## config.mk

```make
export PLATFORM = sky130hd
export DESIGN_NAME = pec15_frame_gen_check
export DESIGN_NICKNAME = d
export VERILOG_FILES = /design/src/rtl/pfgc_pkg.sv /design/src/rtl/pec15_frame_gen_check.sv /design/src/rtl/pfgc_emit.sv
export SDC_FILE = /design/constraint.sdc
export NUM_CORES = 1
export LEC_CHECK = 0
export ABC_AREA = 1
export BUFFER_PORTS_ARGS = -buffer_cell sky130_fd_sc_hd__buf_4
export CELL_PAD_IN_SITES_DETAIL_PLACEMENT = 0
export CELL_PAD_IN_SITES_GLOBAL_PLACEMENT = 1
export CORE_ASPECT_RATIO = 1.2
export CORE_MARGIN = 2
export CORE_UTILIZATION = 50
export CTS_CLUSTER_SIZE = 28
export DETAILED_ROUTE_END_ITERATION = 8
export HOLD_SLACK_MARGIN = 0.06
export PLACE_DENSITY_LB_ADDON = 0.12
export SYNTH_ARGS = -nofsm -noshare
export SYNTH_HDL_FRONTEND = slang
export SYNTH_SLANG_ARGS = --single-unit
export TNS_END_PERCENT = 1
```

## constraint.sdc

```tcl
create_clock -name i_clk -period 6.6 [get_ports i_clk]
set_clock_uncertainty 0.05 [all_clocks]
set_input_delay 1.32 -clock i_clk [delete_from_list [all_inputs] [get_ports i_clk]]
set_output_delay 1.32 -clock i_clk [all_outputs]
set_load 0.005 [all_outputs]
```

## src/rtl/pfgc_pkg.sv

```systemverilog
// Package for the PEC-15 frame generator and checker.
// Holds the CRC-15 table step, the result request type and the tuser bit positions.
// Used by pfgc_emit and pec15_frame_gen_check.
package pfgc_pkg;

    localparam logic [15:0] PEC_INIT = 16'd16;
    localparam logic [15:0] PEC_POLY = 16'h4599;

    // tuser bit positions on the result channel
    localparam int USER_IS_PEC = 0;
    localparam int USER_CHECK  = 1;
    localparam int USER_OK     = 2;
    localparam int USER_W      = 3;

    // Result request handed from the frame logic to the output stage
    typedef struct packed {
        logic        valid;    // the accepted item gives a result
        logic        append;   // transmit last byte: two code bytes follow the echo
        logic        check;    // receive check result
        logic        ok;       // check passed
        logic [7:0]  data;     // echoed byte (zero for a check)
        logic [15:0] code;     // code to append
    } t_req;

    // One entry of the CRC-15 table: eight shift-and-reduce steps
    function automatic logic [15:0] pec_table(input logic [7:0] idx);
        logic [15:0] r;
        r = {1'b0, idx, 7'b0};
        for (int k = 0; k < 8; k++) begin
            if (r[14]) begin
                r = {r[14:0], 1'b0} ^ PEC_POLY;
            end else begin
                r = {r[14:0], 1'b0};
            end
        end
        return r;
    endfunction

    // One byte through the remainder
    function automatic logic [15:0] pec_step(input logic [15:0] rem, input logic [7:0] b);
        logic [7:0] idx;
        idx = rem[14:7] ^ b;
        return {rem[7:0], 8'h00} ^ pec_table(idx);
    endfunction

endpackage

```

## src/rtl/pec15_frame_gen_check.sv

```systemverilog
// PEC-15 frame generator and checker, top level.
// Holds the transmit and receive remainders and the receive hold queue.
// Depends on pfgc_pkg and pfgc_emit.
//
// Usage:
//   Input channel (i_s_*): one byte per item. tdata = data_byte, tuser[0] = action
//   (0 transmit, 1 receive check), tlast = last byte of the frame.
//   Result channel (o_m_*): tdata = out_byte, tuser = {pec_ok, check_done, is_pec},
//   tlast = end_of_frame.
//   Transmit bytes are echoed in the cycle after acceptance. The last transmit byte is
//   followed by the 15-bit code doubled, high byte then low byte; the low byte
//   carries tlast. Receive bytes give nothing until the last one, which gives one
//   check result with tlast set; frames under three bytes fail the check.
//   One item is taken every cycle while the receiver keeps up; a last transmit byte
//   holds the result register for its echo and both code bytes, and no new item is
//   taken until the low code byte is being taken. The CRC table step and the
//   result register set this rate.
//   Reset sets both remainders to 16 and empties the receive queue and the result
//   register. When the receiver stalls, the result register holds and o_s_tready
//   falls until the shown result is taken.
module pec15_frame_gen_check
    import pfgc_pkg::*;
(
    input  logic              i_clk,
    input  logic              i_rst_n,
    input  logic              i_s_tvalid,
    output logic              o_s_tready,
    input  logic [7:0]        i_s_tdata,   // data_byte
    input  logic              i_s_tuser,   // action
    input  logic              i_s_tlast,   // last_byte
    output logic              o_m_tvalid,
    input  logic              i_m_tready,
    output logic [7:0]        o_m_tdata,   // out_byte
    output logic [USER_W-1:0] o_m_tuser,   // is_pec, check_done, pec_ok (from bit 0)
    output logic              o_m_tlast    // end_of_frame
);

    logic [15:0] r_tx_rem;
    logic [15:0] r_rx_rem;
    logic [1:0]  r_rx_cnt;
    logic [7:0]  r_hold0;
    logic [7:0]  r_hold1;

    logic        take;
    logic [15:0] n_tx_rem;
    logic [15:0] rx_rem_step;
    logic [15:0] rx_code;
    logic        rx_ok;
    t_req        req;

    assign take = i_s_tvalid && o_s_tready;

    // remainder steps and the check compare
    always_comb begin
        n_tx_rem    = pec_step(r_tx_rem, i_s_tdata);
        rx_rem_step = pec_step(r_rx_rem, r_hold0);
        rx_code     = {rx_rem_step[14:0], 1'b0};
        rx_ok       = (r_rx_cnt == 2'd2) && (rx_code == {r_hold1, i_s_tdata});
    end

    // result request for the output stage
    always_comb begin
        req        = '0;
        req.code   = {n_tx_rem[14:0], 1'b0};
        if (!i_s_tuser) begin
            req.valid  = 1'b1;
            req.append = i_s_tlast;
            req.data   = i_s_tdata;
        end else if (i_s_tlast) begin
            req.valid  = 1'b1;
            req.check  = 1'b1;
            req.ok     = rx_ok;
        end
    end

    // frame state
    always_ff @(posedge i_clk) begin
        if (!i_rst_n) begin
            r_tx_rem <= PEC_INIT;
            r_rx_rem <= PEC_INIT;
            r_rx_cnt <= 2'd0;
        end else if (take) begin
            if (!i_s_tuser) begin
                r_tx_rem <= i_s_tlast ? PEC_INIT : n_tx_rem;
            end else if (i_s_tlast) begin
                r_rx_rem <= PEC_INIT;
                r_rx_cnt <= 2'd0;
            end else if (r_rx_cnt == 2'd2) begin
                r_rx_rem <= rx_rem_step;
                r_hold0  <= r_hold1;
                r_hold1  <= i_s_tdata;
            end else begin
                if (r_rx_cnt[0]) begin
                    r_hold1 <= i_s_tdata;
                end else begin
                    r_hold0 <= i_s_tdata;
                end
                r_rx_cnt <= r_rx_cnt + 2'd1;
            end
        end
    end

    pfgc_emit u_emit (
        .i_clk      (i_clk),
        .i_rst_n    (i_rst_n),
        .i_take     (take),
        .i_req      (req),
        .o_ready    (o_s_tready),
        .o_m_tvalid (o_m_tvalid),
        .i_m_tready (i_m_tready),
        .o_m_tdata  (o_m_tdata),
        .o_m_tuser  (o_m_tuser),
        .o_m_tlast  (o_m_tlast)
    );

    // receive queue never exceeds two bytes
    a_cnt_range: assert property (@(posedge i_clk) disable iff (!i_rst_n)
        r_rx_cnt != 2'd3)
        else $error("receive hold count out of range");

    // a framed transmit byte restarts the transmit remainder
    a_tx_restart: assert property (@(posedge i_clk) disable iff (!i_rst_n)
        (take && !i_s_tuser && i_s_tlast) |=> (r_tx_rem == PEC_INIT))
        else $error("transmit remainder not restarted");

    // a receive last byte empties the queue
    a_rx_clear: assert property (@(posedge i_clk) disable iff (!i_rst_n)
        (take && i_s_tuser && i_s_tlast) |=> (r_rx_cnt == 2'd0 && r_rx_rem == PEC_INIT))
        else $error("receive state not cleared");

endmodule

```

## src/rtl/pfgc_emit.sv

```systemverilog
// Output stage: result register plus the sequencer for the two appended code bytes.
// Depends on pfgc_pkg (t_req, tuser bit positions).
module pfgc_emit
    import pfgc_pkg::*;
(
    input  logic              i_clk,
    input  logic              i_rst_n,
    input  logic              i_take,     // an item is accepted this cycle
    input  t_req              i_req,
    output logic              o_ready,
    output logic              o_m_tvalid,
    input  logic              i_m_tready,
    output logic [7:0]        o_m_tdata,  // out_byte
    output logic [USER_W-1:0] o_m_tuser,  // is_pec, check_done, pec_ok (from bit 0)
    output logic              o_m_tlast   // end_of_frame
);

    logic              r_valid;
    logic [7:0]        r_data;
    logic [USER_W-1:0] r_user;
    logic              r_last;
    logic [1:0]        r_pend;   // code bytes still to show
    logic [7:0]        r_data_hi;
    logic [7:0]        r_code_lo;

    logic              pop;
    logic [USER_W-1:0] user_pec;   // tuser of an appended code byte
    logic [USER_W-1:0] user_take;  // tuser of a newly accepted item
    assign pop     = r_valid && i_m_tready;
    assign o_ready = (r_pend == 2'd0) && (!r_valid || i_m_tready);

    // tuser patterns
    always_comb begin
        user_pec               = '0;
        user_pec[USER_IS_PEC]  = 1'b1;
        user_take              = '0;
        user_take[USER_CHECK]  = i_req.check;
        user_take[USER_OK]     = i_req.ok;
    end

    // result register and code byte sequencing
    always_ff @(posedge i_clk) begin
        if (!i_rst_n) begin
            r_valid <= 1'b0;
            r_pend  <= 2'd0;
        end else if (pop && r_pend == 2'd2) begin
            r_data               <= r_data_hi;
            r_user               <= user_pec;
            r_last               <= 1'b0;
            r_pend               <= 2'd1;
        end else if (pop && r_pend == 2'd1) begin
            r_data               <= r_code_lo;
            r_user               <= user_pec;
            r_last               <= 1'b1;
            r_pend               <= 2'd0;
        end else if (i_take) begin
            r_valid             <= i_req.valid;
            r_data              <= i_req.data;
            r_user              <= user_take;
            r_last              <= i_req.check;
            r_pend              <= i_req.append ? 2'd2 : 2'd0;
            r_data_hi           <= i_req.code[15:8];
            r_code_lo           <= i_req.code[7:0];
        end else if (pop) begin
            r_valid <= 1'b0;
        end
    end

    assign o_m_tvalid = r_valid;
    assign o_m_tdata  = r_data;
    assign o_m_tuser  = r_user;
    assign o_m_tlast  = r_last;

    // code bytes pending means a result is shown
    a_pend_valid: assert property (@(posedge i_clk) disable iff (!i_rst_n)
        (r_pend != 2'd0) |-> r_valid)
        else $error("code bytes pending without a shown result");

    // no item is taken while code bytes are outstanding
    a_take_idle: assert property (@(posedge i_clk) disable iff (!i_rst_n)
        i_take |-> (r_pend == 2'd0))
        else $error("item accepted while code bytes pending");

    // taking the echo of a framed transmit byte brings up the high code byte
    a_hi_next: assert property (@(posedge i_clk) disable iff (!i_rst_n)
        (pop && r_pend == 2'd2) |=> (r_valid && r_user[USER_IS_PEC] && !r_last))
        else $error("high code byte not shown after echo");

    // a check result always closes the frame
    a_check_last: assert property (@(posedge i_clk) disable iff (!i_rst_n)
        (r_valid && r_user[USER_CHECK]) |-> (r_last && !r_user[USER_IS_PEC]))
        else $error("check result without end of frame");

endmodule

```

# After elaboration in Yosys (flattened, before gate mapping)
# Index checks and enable logic that the tools add are counted.
# word_totals
ff_bits,78
inputBits,14
out_inout_bits,14
wordCells,111
# classes
addsub,1
eq_ne,6
muxes,43
bitwise,25
n_reduce_logical,23
# ops
cell,count
2-to-1 mux 15 bit,19
NOT 7 bit,16
2-to-1 mux 8 bit,8
XOR 15 bit,2
== test 16 bit,1
XOR 8 bit,2
2-to-1 mux 1 bit,10
2-to-1 mux 2 bit,5
AND reduction 5 bit,2
AND reduction 3 bit,3
logical AND 1 bit,6
nonzero test 2 bit,3
NOT 1 bit,5
"== test 2 bit, second input constant",2
AND reduction 2 bit,2
AND reduction 4 bit,1
2-to-1 mux 3 bit,1
nonzero test 3 bit,1
OR reduction 3 bit,1
"adder 2 x 1 -> 2 bit, second input constant",1
"== test 2 x 1 -> 1 bit, second input constant",1
logical NOT 2 bit,1
"inequality test 2 x 1 -> 1 bit, second input constant",1
"inequality test 2 bit, second input constant",1
3 further kinds,3

# Depth between registers and ports, before layout
# Gate-level depths: netlist (run 1).
# depth
depth_word,24
ltp_mapped,21
ltp_nobuf,21

# Cells and area by module
# From an unflattened synthesis (run 1), not the netlist that was laid out.
# hier_totals
cells_unflattened,599
hier_area_um2,4689.5
# modules_own_cells
module,instances,cells_each,area_each_um2,seq_area_each_um2
pec15_frame_gen_check,1,482,3374.5,1121.1
pfgc_emit,1,117,1315.0,900.9

# Worst setup path after synthesis (run 1)
# OpenSTA, ideal clock, no wires.
# synth_timing
path_type,input to register
from,in i_m_tready
to,reg u_emit.r_data[0] (netlist: u_emit.o_m_tdata[0]) (enable)
setup_ns,0.385
t_arrival_ns,2.705
t_required_ns,6.165
path_slack_ns,3.460
path_stages,4
n_path_buf,0
cell_sequence,nand2_1 > nor3_1 > nor2_1 > a21oi_1
# synth_between
elab_chain_cells,5
elab_cells_between_ends,8
classes_between,8 x reduce/logical
# synth_rtl
item,line,source
start: declaration,pec15_frame_gen_check.sv:32,"input logic i_m_tready,"
logical OR 1 bit,pfgc_emit.sv:30,assign o_ready = (r_pend == 2'd0) && (!r_valid || i_m_tready);
logical AND 1 bit,pfgc_emit.sv:30,
logical AND 1 bit,pec15_frame_gen_check.sv:51,assign take = i_s_tvalid && o_s_tready;
nonzero test 3 bit (no line) *,-,
AND reduction 2 bit (no line) *,-,
end signal: assignment,pfgc_emit.sv:47,r_data <= r_data_hi;
end signal: assignment,pfgc_emit.sv:52,r_data <= r_code_lo;
end signal: assignment,pfgc_emit.sv:58,r_data <= i_req.data;
end: declaration,pfgc_emit.sv:19,logic [7:0] r_data;
# Mark *: on every way between the ends. The rest lies on a longest branch, timed or not.
# A chain may end at the register's enable or synchronous reset.

# Worst setup path in the final report (run 1)
# layout_timing
from,in i_m_tready
to,reg r_rx_rem[12]
# layout_between
elab_chain_cells,4
# layout_rtl
item,line,source
logical OR 1 bit,pfgc_emit.sv:30,
logical AND 1 bit,pfgc_emit.sv:30,
logical AND 1 bit,pec15_frame_gen_check.sv:51,
AND reduction 3 bit (no line),-,
end signal: assignment,pec15_frame_gen_check.sv:89,r_rx_rem <= rx_rem_step;
end: declaration,pec15_frame_gen_check.sv:39,logic [15:0] r_rx_rem;
# Every way passes these cells.

==> results.toml, run 1 <==
[yosys]
synth_edf_count = 43
synthDistinctLibCells = 34
synth.most_common_cell = "nand2_1"
synth_ff_type = "edfxtp_1"
syn_nets = 585
yosys_register_bits = 78
syn_inst = 569
synth_top_area_share_pct = 27.9
yosysTopAreaCell = "edfxtp_1"
synth_commonest_cells = "nand2_1, nand3_1, inv_1, edfxtp_1"
netlist_top_cells_area = "edfxtp_1, dfxtp_1, nand2_1"
syn_area_per_cell_um2 = 8.12
yosys_warnings = 0
netlist_area_um2 = 4620
synth-seq-area-share_pct = 43.1
synthArstFlopShare_pct = 0

[drt]
drt_iter0_drc = 234
first_pass_iters = 4
ant_nets = 0
wl_per_cell_um = 16.0
routed_wl_mm = 11.6
viasPerCell = 5.19
num_vias = 3750
drc_errors = 0

[cells_and_area]
area_growth_pct = 11.3
multi_input_area_um2 = 2350
nets = 614
final_cells = 723
fill_cells = 879
diodes = 0
ff_latch_area_um2 = 1990
drive_gt1_share_pct = 16.4

[worst_setup_path]
critPathMaxStageDelay_ps = 960
slowest_stage = "nor2_1"
required_ps = 6850
endpoint_kind = "flip-flop"
crit_family = "simple AND/OR/NAND/NOR gates"
crit_path_cell_trace = "buf_4 > nor2_1 > nor3_2 > nand2_1 > nor2_1 > inv_1 > a21oi_1 > inv_1 > nor2_1 > nand3_1 > a21oi_1"
arrival_ps = 3880
critPathLaunchType = "input port"
path_common_cell = "nor2_1"
path_buf_inv = 3
crit_fanout = 15
critPathKind = "input port to flip-flop"

[global_route]
grt_pass1_vias = 3626
grt_max_degree = 39
antenna_found_initial = 0
track_usage_pct = 24.6
grt_pass1_wl_mm = 18.6
grt_overflow = 0

[floorplan]
initial_core_util_pct = 51.1
ios = 28
die_w_um = 91.8
fp.dieH_um = 109
row_count = 38
core_um2 = 9030
dieArea_um2 = 10000

[place]
placed_cells = 707
hpwlAfterDp_mm = 8.75
gp_congestion = 0.885
portBuffers = 27

[pwr]
vdd_ir_drop_max_mv = 0.181
p_per_area_nw_per_um2 = 259
leakage_uw = 0.00218
total_power_uw = 1330

[timing]
layout_min_cycle_time_ps = 3630
rsz0062_at_grt = "false"
worst_pin_slew_ps = 1230
fin_tns_setup_ps = 0
slew_violations = 0
max_freq_ghz = 0.275
setup_viol = 0
finalHoldViolCount = 0
max-slew-margin-rel_pct = 17.6
period_share_pct = 55.0

[clock_tree]
cts-root-buf = "clkbuf_8"
holdBufCountCts = 0
cts_buffers = 9
postCtsSetupBuffers = 0
tritoncts = "built"
clkSinkCount = 78
cts_buffer_depth = 2
cts_resized = 0
cts.clk_slew.worst_paths_ps = 80
htreeDepth = 3
clkLatencyLatePin_ps = 360

[job]
cap_viol_max_count = 0

[outcome]
outcome = "finished clean"

[min_path]
hp-class = "flip-flop to flip-flop"
placed cells by master, fill, tap and decap left out, types with 2 or more instances in the layout:
master and n:
a211oi_1 2, a21oi_1 35, and2_1 5, buf_4 30, clkbuf_8 10, clkinv_2 3, dfxtp_1 35, edfxtp_1 43
ha_1 2, inv_1 57, inv_2 4, nand2_1 168, nand2_2 13, nand2_4 16, nand3_1 65, nand3_2 11
nand3_4 2, nand3b_1 8, nor2_1 16, nor3_1 2, nor4_1 3, o21ai_0 9, o311ai_0 7, or2_1 3
xnor2_1 16, xnor2_2 3, xor2_1 24
metal layers:
| layer | part of all wire, % | global-route usage [%] |
|---|---|---|
| met3 | 3.4 | 3.84 |
| met5 | 0 | 0 |
| met4 | 1.7 | 9.06 |
| met1 | 42 | 28.6 |
| met2 | 53 | 45.8 |
power by group:
| group | switching, uW | leakage, uW | internal [uW] |
|---|---|---|---|
| logic | 250 | 0.00139 | 135 |
| registers | 15.0 | 0.000682 | 563 |
| clock network | 185 | 0.000106 | 184 |
final cells by class:
| cell class | count | area share, % |
|---|---|---|
| clock buffers | 10 | 2.68 |
| clock inverters | 6 | 1.17 |
| inverters | 62 | 4.52 |
| multi-input cells | 417 | 45.6 |
| flip-flops and latches | 78 | 38.7 |
| well taps | 120 | 2.92 |
| repair buffers | 30 | 4.38 |
metrics by stage:
step	area [um^2]	hold slack (ps)	setup WS (ps)	util, %
5_1_grt	5140	447	2780	57.0
3_5_place_dp	4950	419	2570	54.8
2_1_floorplan	4620	404	3460	-
6_report	5140	429	2970	57.0
3_3_place_gp	4950	413	2590	54.8
4_1_cts	5140	431	2950	57.0
registers in the layout, summed over array words and instances, names as in the netlist:
name,cells
u_emit.o_m_tuser,3
u_emit.r_code_lo,7
u_emit.r_pend,2
r_hold0,8
r_rx_cnt,2
u_emit.o_m_tdata,8
r_rx_rem,15
u_emit.r_data_hi,8
u_emit.o_m_tlast,1
u_emit.o_m_tvalid,1
r_tx_rem,15
r_hold1,8
tightest hold or removal path, stage by stage, from the launching register on:
cell and delay, ps:
dfxtp_1 320, nand2_1 60, a21oi_1 50
worst paths after layout:
path | from | endpoint | slack [ps] | cells after the start
worst max-delay path | i_m_tready | r_rx_rem[12]$_SDFFE_PN0P_ | 2970 | 11
worst min-delay path | r_tx_rem[7]$_SDFFE_PN0P_ | r_tx_rem[7]$_SDFFE_PN0P_ | 430 | 2
worst max register to register | r_rx_cnt[0]$_SDFFE_PN0P_ | r_rx_rem[12]$_SDFFE_PN0P_ | 3430 | 8
worst min register to register | r_tx_rem[7]$_SDFFE_PN0P_ | r_tx_rem[7]$_SDFFE_PN0P_ | 430 | 2
cells by family after synthesis:
group,synth area share [%]
adders and majority gates,0.541
DFF,43.1
and+or+nand+nor,34.1
xor gates and xnor gates,8.99
AOI/OAI and AO/OA,7.12
buffers and inverters,6.09
Note: power is estimated with default switching activity, not from simulation.
==> inputs of run 2 (changes only) <==
Settings changed: CORE_UTILIZATION 50 to 46.
Clock period 6.6 ns to 3.7 ns, I/O delays scaled along.
==> run 2 against run 1 <==
Compared with the run above:
- core utilization decreased by 3.4 points
- die area increased by 8.3%
- largest cell class unchanged
- register-to-register slack worse by 2300 ps
- global-route usage is 0.50 points lower
- total power rose by 95%
- combinational power up 78%
- cell area grew 3.2%
==> results.toml, run 2 (synthesized netlist as in run 1, its figures left out) <==
[place]
dp_slack_ps = 698
placed_cell_area_um2 = 5010
gp_congestion = 0.906
portBuffers = 27
hpwlAfterDp_mm = 9.28

[timing]
max_freq_ghz = 0.375
worst_pin_slew_ps = 735
slew_violations = 0
max-slew-margin-rel_pct = 51.0
finalWorstSetupSlack_ps = 1030
layout_min_cycle_time_ps = 2670
period_share_pct = 72.1
fin_tns_setup_ps = 0
finalHoldViolCount = 0
setup_viol = 0
rsz0062_at_grt = "false"

[min_path]
hp-class = "flip-flop to flip-flop"
hold-path-cell-count = 2
min_from = "r_rx_rem[6]$_SDFFE_PN0P_"
holdPathEnd = "r_rx_rem[6]$_SDFFE_PN0P_"

[floorplan]
fp.dieH_um = 114
ios = 28
core_um2 = 9910
row_count = 40
initial_core_util_pct = 46.6
dieArea_um2 = 10900
die_w_um = 95.5

[drt]
first_pass_iters = 4
viasPerCell = 5.15
drc_errors = 0
routed_wl_mm = 12.0
drt_iter0_drc = 156
num_vias = 3791
wl_per_cell_um = 16.4
ant_nets = 0

[worst_setup_path]
reg2reg_to = "u_emit.o_m_tuser[2]$_SDFFCE_PP0P_"
slowest_stage = "nand2_1"
critPathKind = "input port to flip-flop"
path_common_cell = "nand2_4"
crit_fanout = 5
critPathLaunchType = "input port"
endpoint_kind = "flip-flop"
crit_path_start = "i_s_tdata[6]"
r2r_cells = 21
reg2reg_from = "r_hold0[7]$_DFFE_PP_"
r2r_slack_ps = 1100
arrival_ps = 2710
crit_path_cell_trace = "buf_4 > inv_2 > nand2_1 > nand2_1 > inv_1 > nand2_1 > nand2_2 > nand2_4 > nand2_4 > nand3_4 > nand2_4 > nand2_4 > nand3_2 > nand2_4 > nand2_4 > nand3_1 > nand3_1 > and2_1"
required_ps = 3750
critPathMaxStageDelay_ps = 220

[pwr]
vdd_ir_drop_max_mv = 0.348
total_power_uw = 2600
leakage_uw = 0.00225
p_per_area_nw_per_um2 = 490

[cells_and_area]
stdcell_area_um2 = 5310
drive_gt1_share_pct = 17.4
reg_top3 = "r_rx_rem x15, r_tx_rem x15"
final_cell_mix = "nand2_1, nand3_1, inv_1"
final_common_cell = "nand2_1"
fill_cells = 961
nets = 621
diodes = 0
area_growth_pct = 14.9

[clock_tree]
clkLatencyLatePin_ps = 340
postCtsSetupBuffers = 0
cts_buffers = 9
tritoncts = "built"
clkSinkCount = 78
holdBufCountCts = 0
cts_buffer_depth = 2
cts.clk_slew.worst_paths_ps = 60
cts_resized = 0
cts-root-buf = "clkbuf_16"
htreeDepth = 3

[global_route]
track_usage_pct = 24.1
grt_overflow = 0
grt_pass1_vias = 3796
grt_max_degree = 22
antenna_found_initial = 0
grt_pass1_wl_mm = 19.5

[outcome]
outcome = "finished clean"

[job]
cap_viol_max_count = 0
## run 2: changes by cell type in the layout (fill, tap and decap cells not counted)
cell	change
inv_4	-1
clkbuf_8	-10
clkinv_4	+1
clkbuf_16	+9
buf_4	+7
clkinvlp_4	+3
clkinv_2	-2
## run 2: per-stage QoR
stage | hold slack, ps | cells | util, %
floorplan | 404 | 569 | -
global placement | 415 | 720 | 50.5
detailed placement | 417 | 720 | 50.5
CTS | 427 | 736 | 53.6
global route | 445 | 736 | 53.6
finish | 426 | 736 | 53.6
## run 2: layer usage
| layer | vias to the layer above | share of wire, % | track usage (%) |
|---|---|---|---|
| met4 | 0 | 2.9 | 11.5 |
| met5 | - | 0 | 0 |
| met3 | 21 | 3.8 | 4.56 |
| met1 | 1744 | 40 | 28.1 |
| met2 | 80 | 53 | 42.0 |
| li1 | 1946 | - | - |
## run 2: report_power, final
part | internal, uW | switching (uW) | total [uW]
Sequential | 1000 | 25.7 | 1030
Combinational | 244 | 442 | 686
Clock | 523 | 363 | 886
## run 2: final cells by class
cell class	count	area, um^2	share of cell area [%]
Sequential cell	78	1990	37.5
Clock buffer	9	225	4.24
Clock inverter	7	75.1	1.41
Multi-Input combinational cell	417	2350	44.2
Timing Repair Buffer	37	278	5.23
Inverter	62	233	4.38
Tap cell	126	158	2.97
## run 2: critical path: cells and delay by family
kind | cells | cell delay, ps
buffers and inverters | 3 | 290
and+or+nand+nor | 15 | 1660
## run 2: worst max path at each step
stage | to | depth (start not counted)
finish | u_emit.r_code_lo[4]$_DFFE_PP_ | 18
global route | u_emit.o_m_tuser[2]$_SDFFCE_PP0P_ | 21
CTS | u_emit.r_code_lo[4]$_DFFE_PP_ | 18
detailed placement | u_emit.r_code_lo[4]$_DFFE_PP_ | 18
global placement | u_emit.r_data_hi[0]$_DFFE_PP_ | 18
floorplan | u_emit.o_m_tdata[0]$_DFFE_PP_ | 4
==> inputs of run 3 (changes only) <==
Settings changed: CORE_UTILIZATION 46 to 42.
Clock period 3.7 ns to 2.35 ns, I/O delays scaled along.
==> run 3 against run 2 <==
Compared with the run above:
- the flow now finishes with violations (setup timing)
- first-iteration DRC count is 1.9% lower
- critical path type is now flip-flop to flip-flop
- non-clock buffer count is 77 higher
- combinational power is 97% higher
==> results.toml, run 3 (synthesized netlist as in run 1, its figures left out) <==
[global_route]
grt_pass1_wl_mm = 20.9
grt_pass1_vias = 4014
grt_overflow = 0
track_usage_pct = 23.2
grt_max_degree = 19
antenna_found_initial = 0

[place]
hpwlAfterDp_mm = 10.2
gp_congestion = 0.883
dp_slack_ps = -289
portBuffers = 27

[cells_and_area]
reg_top3 = "r_rx_rem x15, r_tx_rem x15"
nets = 698
drive_gt1_share_pct = 29.5
final_cell_mix = "nand2_1, buf_4, nand3_1"
area_growth_pct = 31.4
diodes = 0
final_common_cell = "nand2_1"

[clock_tree]
clkSinkCount = 78
cts-root-buf = "clkbuf_16"
tritoncts = "built"
cts.clk_slew.worst_paths_ps = 60
htreeDepth = 3
cts_buffer_depth = 2
holdBufCountCts = 0
clkLatencyLatePin_ps = 340
cts_buffers = 9

[drt]
ant_nets = 0
viasPerCell = 5.03
drc_errors = 0
routed_wl_mm = 13.1
first_pass_iters = 4
drt_iter0_drc = 153
wl_per_cell_um = 16.1
num_vias = 4101

[pwr]
vdd_ir_drop_max_mv = 0.522
p_per_area_nw_per_um2 = 721
leakage_uw = 0.00266
intPower_uw = 3010
p_sw_uw = 1370
comb_power_share_pct = 30.9
power_frac_clock_pct = 31.9
switching_share_pct = 31.2
p_seq_share_pct = 37.1

[floorplan]
core_um2 = 10600
dieArea_um2 = 11900
ios = 28
initial_core_util_pct = 43.5
die_w_um = 99.8
fp.dieH_um = 119
row_count = 41

[timing]
whs_ps = 251
finalWorstSetupSlack_ps = -102
slew_violations = 0
worst_pin_slew_ps = 474
max-slew-margin-rel_pct = 68.3
layout_min_cycle_time_ps = 2450
setup_viol = 7
max_freq_ghz = 0.408
period_share_pct = 104
rsz0062_at_grt = "true"
finalHoldViolCount = 0

[min_path]
hp-class = "input port to flip-flop"

[worst_setup_path]
endpoint_kind = "flip-flop"
critPathLaunchType = "flip-flop"
critPathKind = "flip-flop to flip-flop"
crit_fanout = 6
arrival_ps = 2500
required_ps = 2400

[job]
cap_viol_max_count = 0

[outcome]
failed_checks = "setup timing"
outcome = "complete, but fails checks"
==> run 3: cell type report <==
cell class | count | area (um^2)
clock buffer | 13 | 282
clock inverter | 3 | 23.8
fill | 985 | 4550
inverter | 62 | 233
multi-input combinational | 417 | 2510
sequential | 78 | 1990
tap | 129 | 161
timing repair buffer | 114 | 867
==> run 3: path summary, 6_finish.rpt <==
path                                          startpoint                                 to  slack, ps  cells past startpoint
worst min-delay path                             i_rst_n           r_rx_rem[4]$_SDFFE_PN1P_        250                      2
worst max register to register      r_hold0[7]$_DFFE_PP_  u_emit.o_m_tuser[2]$_SDFFCE_PP0P_       -100                     18
worst max-delay path                r_hold0[7]$_DFFE_PP_  u_emit.o_m_tuser[2]$_SDFFCE_PP0P_       -100                     18
worst min register to register  r_rx_rem[1]$_SDFFE_PN0P_           r_rx_rem[1]$_SDFFE_PN0P_        430                      2
==> run 3: power by group through the flow <==
stage / registers, uW / clock network [uW] / logic [uW]
4_1_cts: 1620 / 1440 / 1340
3_5_place_dp: 1650 / 0 / 1290
6_report: 1620 / 1400 / 1350
3_3_place_gp: 1650 / 0 / 1280
5_1_grt: 1630 / 1490 / 1490
2_1_floorplan: 1640 / 0 / 807
==> run 3: worst max-delay path, stage by stage, from the launching register on <==
cell,delay [ps]
edfxtp_1,410
inv_1,90
nand2_1,60
nand2_2,130
buf_6,110
xor2_1,150
buf_4,140
inv_1,50
buf_6,120
nand2_4,90
nand3_4,160
nand2_4,150
nand2_4,60
nand3b_1,130
nand2_1,60
nand2_1,50
nand2_1,60
nand2_1,60
nor2_1,40
==> run 3: per-layer routing <==
| metal | track usage [%] | wire [um] |
|---|---|---|
| met1 | 25.5 | 5190 |
| met2 | 44.4 | 7410 |
| met3 | 3.35 | 297 |
| met4 | 7.96 | 239 |
| met5 | 0 | 0 |
==> run 3: timing repair <==
item                                    4_1_cts  5_1_grt
resized for setup                            24       15
setup buffers                                 5        5
endpoints found under the hold margin         0        0
pin swaps                                    14       18
endpoints found under the setup margin        7       17
==> run 3: stage by stage <==
step	cell area (um^2)	total power (uW)	cells	setup TNS (ps)	utilization, %
after floorplan	4620	2450	569	0	-
after global placement	5510	2930	790	-1970	51.9
after detailed placement	5510	2940	790	-2670	51.9
after CTS	5980	4400	811	-266	56.3
after global routing	6070	4610	816	-2460	57.2
final	6070	4380	816	-333	57.2
